===== config.mk =====
export PLATFORM = sky130hd
export DESIGN_NAME = positional_ordered_list_top
export DESIGN_NICKNAME = d
export VERILOG_FILES = /design/src/rtl/core/pol_pkg.sv /design/src/rtl/core/positional_ordered_list_top.sv /design/src/rtl/core/pol_ctrl.sv /design/src/rtl/core/pol_dpath.sv
export SDC_FILE = /design/constraint.sdc
export NUM_CORES = 2
export LEC_CHECK = 0
export BUFFER_PORTS_ARGS = -buffer_cell sky130_fd_sc_hd__clkbuf_2
export CORE_UTILIZATION = 40
export DETAILED_ROUTE_END_ITERATION = 10
export MAX_ROUTING_LAYER = met4
export PLACE_DENSITY = 0.65
export SETUP_SLACK_MARGIN = 0.02
export SYNTH_ARGS = -nofsm -noshare
export SYNTH_HDL_FRONTEND = slang
export SYNTH_SLANG_ARGS = --single-unit

===== constraint.sdc =====
create_clock -name clk_i -period 6 [get_ports clk_i]
set_input_delay 0.3 -clock clk_i [delete_from_list [all_inputs] [get_ports clk_i]]
set_output_delay 0.3 -clock clk_i [all_outputs]
set_load 0.03 [all_outputs]

===== src/rtl/core/pol_pkg.sv =====
// Package for the positional ordered list: request kinds, status codes,
// controller states and the command and status structs between modules.
// No dependencies.
`timescale 1ns / 1ps

package pol_pkg;

  // Fixed field widths of the stream payload.
  localparam int unsigned KindW   = 4;
  localparam int unsigned PosW    = 8;
  localparam int unsigned WordW   = 32;
  localparam int unsigned LenW    = 7;
  localparam int unsigned StatusW = 2;
  localparam int unsigned InDataW  = 40;
  localparam int unsigned OutDataW = 48;

  // Request kinds carried in the slave tuser field.
  typedef enum logic [KindW-1:0] {
    REQ_INS_FRONT = 4'd0,
    REQ_INS_BACK  = 4'd1,
    REQ_INS_AT    = 4'd2,
    REQ_DEL_FRONT = 4'd3,
    REQ_DEL_AT    = 4'd4,
    REQ_RD_FIRST  = 4'd5,
    REQ_RD_LAST   = 4'd6,
    REQ_RD_AT     = 4'd7,
    REQ_CLEAR     = 4'd8
  } req_kind_e;

  // Result status codes.
  typedef enum logic [StatusW-1:0] {
    ST_OK     = 2'd0,
    ST_BADPOS = 2'd1,
    ST_EMPTY  = 2'd2,
    ST_FULL   = 2'd3
  } status_e;

  // Operation class decoded from a request.
  typedef enum logic [2:0] {
    OP_NONE,
    OP_INSERT,
    OP_DELETE,
    OP_READ,
    OP_CLEAR
  } op_e;

  // Controller states.
  typedef enum logic [2:0] {
    S_IDLE,
    S_DECODE,
    S_SHIFT_UP,
    S_PUT,
    S_SHIFT_DOWN,
    S_FINISH
  } ctrl_state_e;

  // Commands from the controller to the datapath.
  typedef struct packed {
    logic load_req;    // capture the incoming request
    logic start;       // load the walk index
    logic rd_tgt;      // read the target entry
    logic shift_up;    // one step of opening a gap
    logic shift_down;  // one step of closing a gap
    logic put;         // write the new word at the target
    logic finish;      // update the length and load the result
  } cmd_t;

  // Status from the datapath to the controller.
  typedef struct packed {
    op_e  op;
    logic ok;
    logic up_done;
    logic down_done;
    logic out_free;
  } sts_t;

endpackage


===== src/rtl/core/positional_ordered_list_top.sv =====
// Top level of the positional ordered list: stream ports, controller and
// datapath. Depends on pol_pkg, pol_ctrl and pol_dpath.
`timescale 1ns / 1ps

// A bounded list of CAPACITY words kept in order and addressed by 1-based
// position. Each request on the slave stream (kind in tuser) gives exactly
// one result on the master stream: the word read, the new length and a
// status. One request is processed at a time. Reads, clears and rejected
// requests go from the decode state straight to the finish state. An insert
// opens a gap by a shift walk and then writes the new word; a delete closes
// the gap by a shift walk. The entries behind the position move one per
// cycle through the entry memory, which does one read and one write a cycle.
// The longest request is an insert at the front of a list that holds
// CAPACITY - 1 entries. The next request is accepted in the cycle after a
// result is loaded. A result is loaded even while the previous one is still
// being taken. While an older result still waits in the output register, a
// finished request stalls in its last cycle.
module positional_ordered_list_top import pol_pkg::*; #(
  parameter int unsigned CAPACITY    = 64,
  parameter int unsigned ENTRY_WIDTH = 32
) (
  input  logic                clk_i,
  input  logic                rst_ni,
  input  logic                s_axis_tvalid,
  output logic                s_axis_tready,
  // position [7:0], entry_in [39:8]
  input  logic [InDataW-1:0]  s_axis_tdata,
  // req_type [3:0]
  input  logic [KindW-1:0]    s_axis_tuser,
  output logic                m_axis_tvalid,
  input  logic                m_axis_tready,
  // entry_out [31:0], list_length [38:32], status [40:39], zeros above
  output logic [OutDataW-1:0] m_axis_tdata
);

  cmd_t                cmd;
  sts_t                sts;
  logic [WordW-1:0]    out_word;
  logic [LenW-1:0]     out_len;
  logic [StatusW-1:0]  out_status;

  // Request sequencing.
  pol_ctrl u_ctrl (
    .clk_i       (clk_i),
    .rst_ni      (rst_ni),
    .req_valid_i (s_axis_tvalid),
    .req_ready_o (s_axis_tready),
    .sts_i       (sts),
    .cmd_o       (cmd)
  );

  // Storage, decode and result register.
  pol_dpath #(
    .CAPACITY    (CAPACITY),
    .ENTRY_WIDTH (ENTRY_WIDTH)
  ) u_dpath (
    .clk_i        (clk_i),
    .rst_ni       (rst_ni),
    .cmd_i        (cmd),
    .sts_o        (sts),
    .req_kind_i   (s_axis_tuser),
    .req_pos_i    (s_axis_tdata[PosW-1:0]),
    .req_word_i   (s_axis_tdata[PosW+WordW-1:PosW]),
    .out_ready_i  (m_axis_tready),
    .out_valid_o  (m_axis_tvalid),
    .out_word_o   (out_word),
    .out_len_o    (out_len),
    .out_status_o (out_status)
  );

  // Pack the result transaction.
  assign m_axis_tdata = OutDataW'({out_status, out_len, out_word});

endmodule


===== src/rtl/core/pol_ctrl.sv =====
// Controller state machine of the positional ordered list.
// Depends on pol_pkg for the state enum and the command and status structs.
`timescale 1ns / 1ps

module pol_ctrl import pol_pkg::*; (
  input  logic clk_i,
  input  logic rst_ni,
  input  logic req_valid_i,
  output logic req_ready_o,
  input  sts_t sts_i,
  output cmd_t cmd_o
);

  ctrl_state_e state_q, state_d;

  // State register.
  always_ff @(posedge clk_i or negedge rst_ni) begin
    if (!rst_ni) begin
      state_q <= S_IDLE;
    end else begin
      state_q <= state_d;
    end
  end

  // Next state and commands.
  always_comb begin
    state_d     = state_q;
    cmd_o       = '0;
    req_ready_o = 1'b0;
    case (state_q)
      S_IDLE: begin
        req_ready_o = 1'b1;
        if (req_valid_i) begin
          cmd_o.load_req = 1'b1;
          state_d        = S_DECODE;
        end
      end
      S_DECODE: begin
        if (!sts_i.ok) begin
          state_d = S_FINISH;
        end else begin
          case (sts_i.op)
            OP_INSERT: begin
              cmd_o.start = 1'b1;
              state_d     = S_SHIFT_UP;
            end
            OP_DELETE: begin
              cmd_o.start = 1'b1;
              state_d     = S_SHIFT_DOWN;
            end
            OP_READ: begin
              cmd_o.rd_tgt = 1'b1;
              state_d      = S_FINISH;
            end
            default: begin
              state_d = S_FINISH;
            end
          endcase
        end
      end
      S_SHIFT_UP: begin
        if (sts_i.up_done) begin
          state_d = S_PUT;
        end else begin
          cmd_o.shift_up = 1'b1;
        end
      end
      S_PUT: begin
        cmd_o.put = 1'b1;
        state_d   = S_FINISH;
      end
      S_SHIFT_DOWN: begin
        if (sts_i.down_done) begin
          state_d = S_FINISH;
        end else begin
          cmd_o.shift_down = 1'b1;
        end
      end
      S_FINISH: begin
        // Hold here while the previous result has not been taken.
        if (sts_i.out_free) begin
          cmd_o.finish = 1'b1;
          state_d      = S_IDLE;
        end
      end
      default: begin
        state_d = S_IDLE;
      end
    endcase
  end

endmodule


===== src/rtl/core/pol_dpath.sv =====
// Datapath of the positional ordered list: request registers, decode, entry
// memory with its shift walk, length counter and result register.
// Depends on pol_pkg for types and field widths.
`timescale 1ns / 1ps

module pol_dpath import pol_pkg::*; #(
  parameter int unsigned CAPACITY    = 64,
  parameter int unsigned ENTRY_WIDTH = 32
) (
  input  logic                 clk_i,
  input  logic                 rst_ni,
  input  cmd_t                 cmd_i,
  output sts_t                 sts_o,
  input  logic [KindW-1:0]     req_kind_i,
  input  logic [PosW-1:0]      req_pos_i,
  input  logic [WordW-1:0]     req_word_i,
  input  logic                 out_ready_i,
  output logic                 out_valid_o,
  output logic [WordW-1:0]     out_word_o,
  output logic [LenW-1:0]      out_len_o,
  output logic [StatusW-1:0]   out_status_o
);

  localparam int unsigned AW = $clog2(CAPACITY);
  localparam int unsigned CW = $clog2(CAPACITY + 1);

  // Request registers.
  logic [KindW-1:0] kind_q;
  logic [PosW-1:0]  pos_q;
  logic [WordW-1:0] word_q;

  always_ff @(posedge clk_i) begin
    if (cmd_i.load_req) begin
      kind_q <= req_kind_i;
      pos_q  <= req_pos_i;
      word_q <= req_word_i;
    end
  end

  // Length counter.
  logic [CW-1:0] count_q, count_d;

  // Request decode against the current length.
  logic [8:0] pos_x, cnt_x, tgt_x;
  op_e        op;
  status_e    st;
  logic       full, empty, bad_ins, bad_pos;

  assign pos_x   = 9'(pos_q);
  assign cnt_x   = 9'(count_q);
  assign full    = (count_q == CW'(CAPACITY));
  assign empty   = (count_q == '0);
  assign bad_ins = (pos_x == '0) || (pos_x > cnt_x + 9'd1);
  assign bad_pos = (pos_x == '0) || (pos_x > cnt_x);

  always_comb begin
    op    = OP_NONE;
    st    = ST_OK;
    tgt_x = '0;
    case (kind_q)
      REQ_INS_FRONT, REQ_INS_BACK: begin
        op    = OP_INSERT;
        tgt_x = (kind_q == REQ_INS_BACK) ? cnt_x : '0;
        if (full) st = ST_FULL;
      end
      REQ_INS_AT: begin
        op    = OP_INSERT;
        tgt_x = pos_x - 9'd1;
        if (full) st = ST_FULL;
        else if (bad_ins) st = ST_BADPOS;
      end
      REQ_DEL_FRONT: begin
        op = OP_DELETE;
        if (empty) st = ST_EMPTY;
      end
      REQ_DEL_AT: begin
        op    = OP_DELETE;
        tgt_x = pos_x - 9'd1;
        if (empty) st = ST_EMPTY;
        else if (bad_pos) st = ST_BADPOS;
      end
      REQ_RD_FIRST: begin
        op = OP_READ;
        if (empty) st = ST_EMPTY;
      end
      REQ_RD_LAST: begin
        op    = OP_READ;
        tgt_x = cnt_x - 9'd1;
        if (empty) st = ST_EMPTY;
      end
      REQ_RD_AT: begin
        op    = OP_READ;
        tgt_x = pos_x - 9'd1;
        if (empty) st = ST_EMPTY;
        else if (bad_pos) st = ST_BADPOS;
      end
      REQ_CLEAR: begin
        op = OP_CLEAR;
      end
      default: begin
        op = OP_NONE;
      end
    endcase
  end

  logic [AW-1:0] tgt;
  assign tgt = AW'(tgt_x);

  // Walk index and the pending write of a shift step.
  logic [AW-1:0] idx_q, wr_addr_q;
  logic          wr_pend_q;
  logic [8:0]    idx_x;

  assign idx_x = 9'(idx_q);

  always_ff @(posedge clk_i) begin
    if (cmd_i.start) begin
      idx_q <= (op == OP_INSERT) ? AW'(count_q) : tgt;
    end else if (cmd_i.shift_up) begin
      idx_q <= idx_q - AW'(1);
    end else if (cmd_i.shift_down) begin
      idx_q <= idx_q + AW'(1);
    end
    if (cmd_i.shift_up || cmd_i.shift_down) begin
      wr_addr_q <= idx_q;
    end
  end

  always_ff @(posedge clk_i or negedge rst_ni) begin
    if (!rst_ni) begin
      wr_pend_q <= 1'b0;
    end else begin
      wr_pend_q <= cmd_i.shift_up || cmd_i.shift_down;
    end
  end

  // Entry memory: one write and one registered read a cycle.
  logic [ENTRY_WIDTH-1:0] mem [CAPACITY];
  logic [ENTRY_WIDTH-1:0] rd_q, wr_data;
  logic [AW-1:0]          rd_addr, wr_addr;
  logic                   rd_en, wr_en;
  logic [63:0]            word_wide, rd_wide;

  assign word_wide = 64'(word_q);
  assign rd_wide   = 64'(rd_q);

  always_comb begin
    rd_en   = cmd_i.rd_tgt || cmd_i.shift_up || cmd_i.shift_down;
    rd_addr = tgt;
    if (cmd_i.shift_up) rd_addr = idx_q - AW'(1);
    else if (cmd_i.shift_down) rd_addr = idx_q + AW'(1);
    wr_en   = cmd_i.put || wr_pend_q;
    wr_addr = cmd_i.put ? tgt : wr_addr_q;
    wr_data = cmd_i.put ? word_wide[ENTRY_WIDTH-1:0] : rd_q;
  end

  always_ff @(posedge clk_i) begin
    if (wr_en) begin
      mem[wr_addr] <= wr_data;
    end
  end

  always_ff @(posedge clk_i) begin
    if (rd_en) begin
      rd_q <= mem[rd_addr];
    end
  end

  // Length update at the end of a request.
  always_comb begin
    count_d = count_q;
    if (st == ST_OK) begin
      case (op)
        OP_INSERT: count_d = count_q + CW'(1);
        OP_DELETE: count_d = count_q - CW'(1);
        OP_CLEAR:  count_d = '0;
        default:   count_d = count_q;
      endcase
    end
  end

  always_ff @(posedge clk_i or negedge rst_ni) begin
    if (!rst_ni) begin
      count_q <= '0;
    end else if (cmd_i.finish) begin
      count_q <= count_d;
    end
  end

  // Result register; a new result may load as the old one is taken.
  logic out_valid_q;
  logic out_free;

  assign out_free = !out_valid_q || out_ready_i;

  always_ff @(posedge clk_i or negedge rst_ni) begin
    if (!rst_ni) begin
      out_valid_q <= 1'b0;
    end else if (cmd_i.finish) begin
      out_valid_q <= 1'b1;
    end else if (out_ready_i) begin
      out_valid_q <= 1'b0;
    end
  end

  always_ff @(posedge clk_i) begin
    if (cmd_i.finish) begin
      out_word_o   <= (op == OP_READ && st == ST_OK) ? rd_wide[WordW-1:0] : '0;
      out_len_o    <= LenW'(count_d);
      out_status_o <= st;
    end
  end

  assign out_valid_o = out_valid_q;

  // Status to the controller.
  assign sts_o.op        = op;
  assign sts_o.ok        = (st == ST_OK);
  assign sts_o.up_done   = (idx_q == tgt);
  assign sts_o.down_done = (idx_x + 9'd1 >= cnt_x);
  assign sts_o.out_free  = out_free;

`ifndef SYNTHESIS
  // The length never passes the capacity.
  a_count_range: assert property (@(posedge clk_i) disable iff (!rst_ni)
    count_q <= CW'(CAPACITY))
    else $error("list length above capacity");

  // The final write of an insert never collides with a shift write.
  a_one_write: assert property (@(posedge clk_i) disable iff (!rst_ni)
    !(cmd_i.put && wr_pend_q))
    else $error("two writes to the entry memory in one cycle");

  // The length changes only when a request finishes.
  a_count_at_finish: assert property (@(posedge clk_i) disable iff (!rst_ni)
    count_q != $past(count_q) |-> $past(cmd_i.finish))
    else $error("length changed outside request completion");

  // An insert rejected as full leaves the length as it was.
  a_full_keeps: assert property (@(posedge clk_i) disable iff (!rst_ni)
    cmd_i.finish && st == ST_FULL |=> count_q == $past(count_q))
    else $error("full list changed length");
`endif

endmodule

After elaboration in Yosys (flattened, before gate mapping)
Memory sizes are Yosys's and may differ from the RTL's. A register that Yosys moved wholly into a read port is not among the register bits.
Cells that the tools add are included.

word-level totals
  memories kept = 1
  input port bits = 48
  register bits after elaboration = 109
  memory bits (writable) = 2048

memory list
  memory       depth  bits a word  rd ports  clocked after Yosys merged registers in  wr ports  line              text
  u_dpath.mem  64     32           1         1                                        1         pol_dpath.sv:138  logic [ENTRY_WIDTH-1:0] mem [CAPACITY];

cells by class
  $lt $le $gt $ge = 3
  add/subtract/negate cells = 8
  multiplexer cells = 45
  reductions and logical operators = 25
  equality and inequality tests = 23

operators by type and width
  cell                   number
  $mux W6                8
  $mux W32               1
  $pmux W7 S3            1
  $mux W1                18
  $pmux W3 S6            1
  $pmux W6 S3            1
  $sub A6 B1 Y6 const B  3
  $eq A4 B3 Y1 const B   4
  $mux W3                5
  $eq A3 B2 Y1 const B   4
  $mux W2                6
  $pmux W3 S4            1
  $reduce_or A3 Y1       4
  $eq A3 B3 Y1 const B   3
  $logic_not A9 Y1       1
  $add A7 B1 Y8 const B  1
  $eq A4 B2 Y1 const B   2
  $gt A8 B7 Y1           1
  $gt A8 B8 Y1           1
  $pmux W2 S4            1
  $reduce_or A2 Y1       4
  $add A6 B1 Y7 const B  1
  $add A7 B1 Y7 const B  1
  $eq A7 B7 Y1 const B   1
  other kinds (21)       30

Depth between registers and ports, before layout
  depth in word-level cells = 11
  gate-level depth with buffers = 24
  mapped depth without buffers = 17

By module
Synthesis repeated with hierarchy kept, for this count alone.

unflattened totals
  cell total of the unflattened synthesis = 7298
  area total of the unflattened synthesis = 100111.0 um2

modules (own cells, without submodules)
  module                       instances  sequential area each (um2)  cells an instance  area an instance (um2)
  pol_dpath                    1          65597.9                     7252               99731.9
  pol_ctrl                     1          75.1                        38                 322.8
  positional_ordered_list_top  1          0.0                         8                  56.3

Worst setup path before layout
Ideal clock, no wire load.

  path kind = register to register
  from = reg u_dpath.kind_q[1]
  to = reg u_dpath.rd_q[26] (read register of u_dpath.mem), data pin
  path buffers = 6
  cell stages (with the launch flop) = 23
  library setup time = 256 ps
  setup slack = 1021 ps
  arrival time = 4723 ps
  data required time = 5744 ps
  clock period less this slack = 4979 ps
  cells stage by stage = edfxtp_1 -> buf_4 -> buf_6 -> o21bai_2 -> nor4_1 -> or2_2 -> ha_1 -> or3_1 -> a21o_1 -> buf_2 -> xnor2_1 -> nor3_1 -> o311ai_1 -> o31ai_1 -> buf_4 -> nand2_1 -> o22ai_1 -> buf_2 -> buf_1 -> a32oi_1 -> o22ai_1 -> a21oi_1 -> and4b_1

on the way
  word-level cells in the longest chain between the ends = 9

RTL lines
  item                                                                   line              text
  from (decl)                                                            pol_dpath.sv:28   logic [KindW-1:0] kind_q;
  from (signal assigned)                                                 pol_dpath.sv:34   kind_q <= req_kind_i;
  $eq A4 B3 Y1, or another cell as far along                             pol_dpath.sv:60   case (kind_q)
  $reduce_or A3 Y1 (no line) / $reduce_or A2 Y1 (equally long branches)  --
  $pmux W3 S4                                                            pol_dpath.sv:60
  $eq A3 B2 Y1                                                           pol_ctrl.sv:42    case (sts_i.op)
  $mux W1                                                                pol_ctrl.sv:42
  $mux W2                                                                pol_ctrl.sv:39    if (!sts_i.ok) begin
  $mux W2                                                                pol_ctrl.sv:30    case (state_q)
  $logic_or A1 B1 Y1 (2 in series)                                       pol_dpath.sv:148  rd_en = cmd_i.rd_tgt || cmd_i.shift_up || cmd_i.shift_down;
  to (decl)                                                              pol_dpath.sv:139  logic [ENTRY_WIDTH-1:0] rd_q, wr_data;

Parallel ways exist; a longest one is shown, timed or not.
A chain may end at the register's enable or synchronous reset.

Final worst setup path
  from = reg u_dpath.kind_q[2]
  to = reg u_dpath.rd_q[19] (read register of u_dpath.mem), data pin

Same word-level chain as after synthesis.

==> flow_metrics.py <==
metrics = {
    "status": {
        "outcome": "complete, no violations",
    },
    "place": {
        "gp_congestion": 0.897,
        "dp.cells": 9082,
        "port_buffers": 90,
        "post_dp_cell_area_sq_mm": 0.0952,
        "hpwl_mm": 153,
    },
    "critical_path": {
        "crit_family": "simple AND/OR/NAND/NOR gates",
        "cp_slowest_cell": "or4_1",
        "crit_path_max_fanout": 56,
        "worstPathCellList": "buf_4 -> o21bai_2 -> nor4_1 -> or2_2 -> ha_1 -> or3_1 -> a21o_1 -> xnor2_1 -> nor3_1 -> o311ai_1 -> or4_1 -> nand3_4 -> buf_12 -> buf_12 -> buf_4 -> nand2_1 -> nand4_1 -> nand4_1 -> nor4_2 -> and3_1",
        "path_class": "reg -> reg",
        "crit_path_end_kind": "flop",
        "worst_ep_arrival_time_ns": 6.51,
        "path_buf_inv": 4,
        "startpoint_type": "flop",
        "max_stage_delay_ns": 0.65,
        "cp.required_ns": 6.71,
    },
    "power": {
        "p_comb_share_pct": 42.4,
        "p_leak_nw": 34.6,
        "p_sw_share_pct": 39.4,
        "p_int_mw": 34.9,
        "pwr-share-seq_pct": 35.5,
        "design_power_total_mw": 57.7,
        "ir_worst_vdd_uv": 437,
        "power.density_mw_per_mm2": 563,
        "pwr-share-clk_pct": 22.1,
        "netSwitchingPower_mw": 22.7,
    },
    "timing": {
        "worstMarginPinSlew_ns": 1.34,
        "finalHoldViolCount": 0,
        "fin_tns_setup_ns": 0,
        "finalMaxSlewViolations": 0,
        "setup_viol": 0,
        "min_period_ns": 5.80,
        "fin_hold_ws_ns": 0.155,
        "period_share_pct": 96.7,
        "rsz0062_at_grt": "yes",
        "relSlewSlack_pct": 10.7,
        "fin_skew_ns": 0.0581,
        "fmax_mhz": 172,
    },
    "drt": {
        "ant_nets": 0,
        "vias_per_cell": 5.85,
        "drc": 0,
        "vias": 55800,
        "firstDrtPassIters": 9,
        "drtIter0Drc": 7509,
        "drt_wl_total_mm": 259,
        "wl_per_cell_microns": 27.2,
    },
    "job": {
        "drv_cap": 0,
    },
    "final_layout": {
        "drive_gt1_share_pct": 14.4,
        "syn2layout_area_growth_pct": 16.1,
        "fin_cells": 9533,
        "fin_nets": 6562,
        "design_area_sq_mm": 0.103,
    },
    "grt": {
        "grt-ovfl-total": 0,
        "antenna_found_initial": 11,
        "grt_pass1_vias": 53600,
        "grt_max_degree": 79,
        "grt_pass1_wl_mm": 372,
        "grt_usage_pct": 23.5,
    },
    "floorplan": {
        "io_pins": 98,
        "row_count": 172,
        "die-area_sq_mm": 0.223,
        "die_h_microns": 472,
        "core_area_sq_mm": 0.220,
        "dieWidth_microns": 472,
        "start_util_pct": 40.2,
    },
    "yosys": {
        "synth_ff_type": "edfxtp_1",
        "netlist_instances": 6129,
        "netlist-cell-type-count": 90,
        "ys_seq_area_share_pct": 74.4,
        "synthTopCellsByArea": "edfxtp_1 74%, nand2_1 5.8%, mux2i_1 4.7%",
        "yosysWarningCount": 0,
        "synthTopCellsByCount": "2177 x edfxtp_1, 1371 x nand2_1, 549 x nand3_1",
        "synthArstFlopShare_pct": 0.548,
        "synth_area_sq_mm": 0.0883,
        "synth_most_common_cell": "edfxtp_1",
        "syn_area_per_cell_sq_um": 14.4,
        "synth_edf_count": 2177,
        "yosysTopAreaCell": "edfxtp_1",
        "synth_top_area_share_pct": 74.0,
        "synth-seq-cells": 2189,
    },
    "hold_path": {
        "min_path_type": "in -> reg",
    },
    "clock_tree": {
        "root_buffer": "clkbuf_16",
        "cts_tree": "built",
        "cts_max_level": 4,
        "cts_sinks": 2189,
        "clkTransAtPathRegs_ns": 0.07,
        "clockBufferDepth": 3,
        "clk_latency_ns": 0.87,
        "cts_buffers": 209,
    },
}
final timing paths:
check                                       to                 from  cells after the start  slack [ns]
setup / recovery              u_dpath.rd_q[19]    u_dpath.kind_q[2]                     20        0.20
setup reg to reg              u_dpath.rd_q[19]    u_dpath.kind_q[2]                     20        0.20
hold reg to reg            u_dpath.out_valid_o  u_dpath.out_valid_o                      2        0.58
max in group asynchronous   u_dpath.count_q[0]               rst_ni                      3        5.07
min in group asynchronous   u_dpath.count_q[2]               rst_ni                      3        0.55
hold / removal              u_dpath.word_q[19]     s_axis_tdata[27]                      2        0.16
layer usage:
metal,vias up,wire length [microns],global-route usage (%)
met1,28200,101000,30.6
met4,0,11600,9.80
met2,2982,122000,36.7
li1,24000,-,-
met3,514,24000,3.59
met5,-,0,-
cells in the final DEF (no fill, tap or decap), types with 23 or more instances in the layout:
cell	count
o21ai_0	23
buf_4	310
clkinv_1	53
clkbuf_1	56
o22ai_1	38
a311oi_1	104
mux2i_1	415
ha_1	32
nor4b_1	65
mux2_2	56
a211oi_1	71
a21oi_1	52
nor2_1	86
clkbuf_2	90
edfxtp_1	2177
clkinv_2	29
buf_12	90
nand2_1	1368
nand3_1	548
clkbuf_16	212
and2_1	38
dlygate4sd3_1	48
a31oi_1	97
nand4_1	81
a32oi_1	95
nor2_4	65
cell families after synthesis:
| logic type | count (synthesis) | share of synthesized area (%) |
|---|---|---|
| and+or+nand+nor | 2380 | 12.0 |
| DFF | 2189 | 74.4 |
| AOI/OAI and AO/OA | 599 | 5.19 |
| muxes | 477 | 5.50 |
| buffers and inverters | 421 | 2.12 |
| adders and majority gates | 33 | 0.476 |
| xor gates and xnor gates | 29 | 0.313 |
| other | 1 | 0.00425 |
area by class of cell:
class	instances	area [sq um]
well taps	2871	3590
clock inverters	116	1010
repair buffers	538	5060
multi-input cells	3525	21600
fillers	18700	117000
inverters	18	67.6
clock buffers	269	5530
diodes	7	17.5
flip-flops and latches	2189	65700
state kept, by name, indices dropped and copies added (netlist names):
register	flops
u_dpath.pos_q	8
u_dpath.word_q	32
u_dpath.mem	2048
u_dpath.out_valid_o	1
u_dpath.out_word_o	32
u_dpath.kind_q	4
u_dpath.out_status_o	2
u_dpath.count_q	7
u_dpath.idx_q	6
u_ctrl.state_q	3
u_dpath.out_len_o	7
u_dpath.wr_pend_q	1
u_dpath.wr_addr_q	6
u_dpath.rd_q	32
stage by stage:
step | worst slack (ns) | util, %
floorplan | 1.02 | -
global placement | -0.0180 | 43.4
detailed placement | -0.115 | 43.4
CTS | 0.0260 | 46.6
global route | 0.0109 | 46.7
finish | 0.199 | 46.7
power groups by stage:
stage | Sequential [mW] | Combinational (mW) | Clock, mW
6_report | 20.5 | 24.5 | 12.7
5_1_grt | 20.5 | 25.8 | 13.4
4_1_cts | 20.5 | 24.0 | 12.8
2_1_floorplan | 20.6 | 13.4 | 0
3_3_place_gp | 20.8 | 23.6 | 0
3_5_place_dp | 20.8 | 23.9 | 0
what timing repair did:
action | 4_1_cts | 5_1_grt
resized for setup | 4 | 13
hold buffers | 48 | 0
endpoints found under the hold margin | 58 | 0
pin swaps | 0 | 3
setup endpoints to repair | 4 | 15
buffers inserted | 0 | 11
gates cloned | 0 | 0
(Power assumes the default switching activity.)
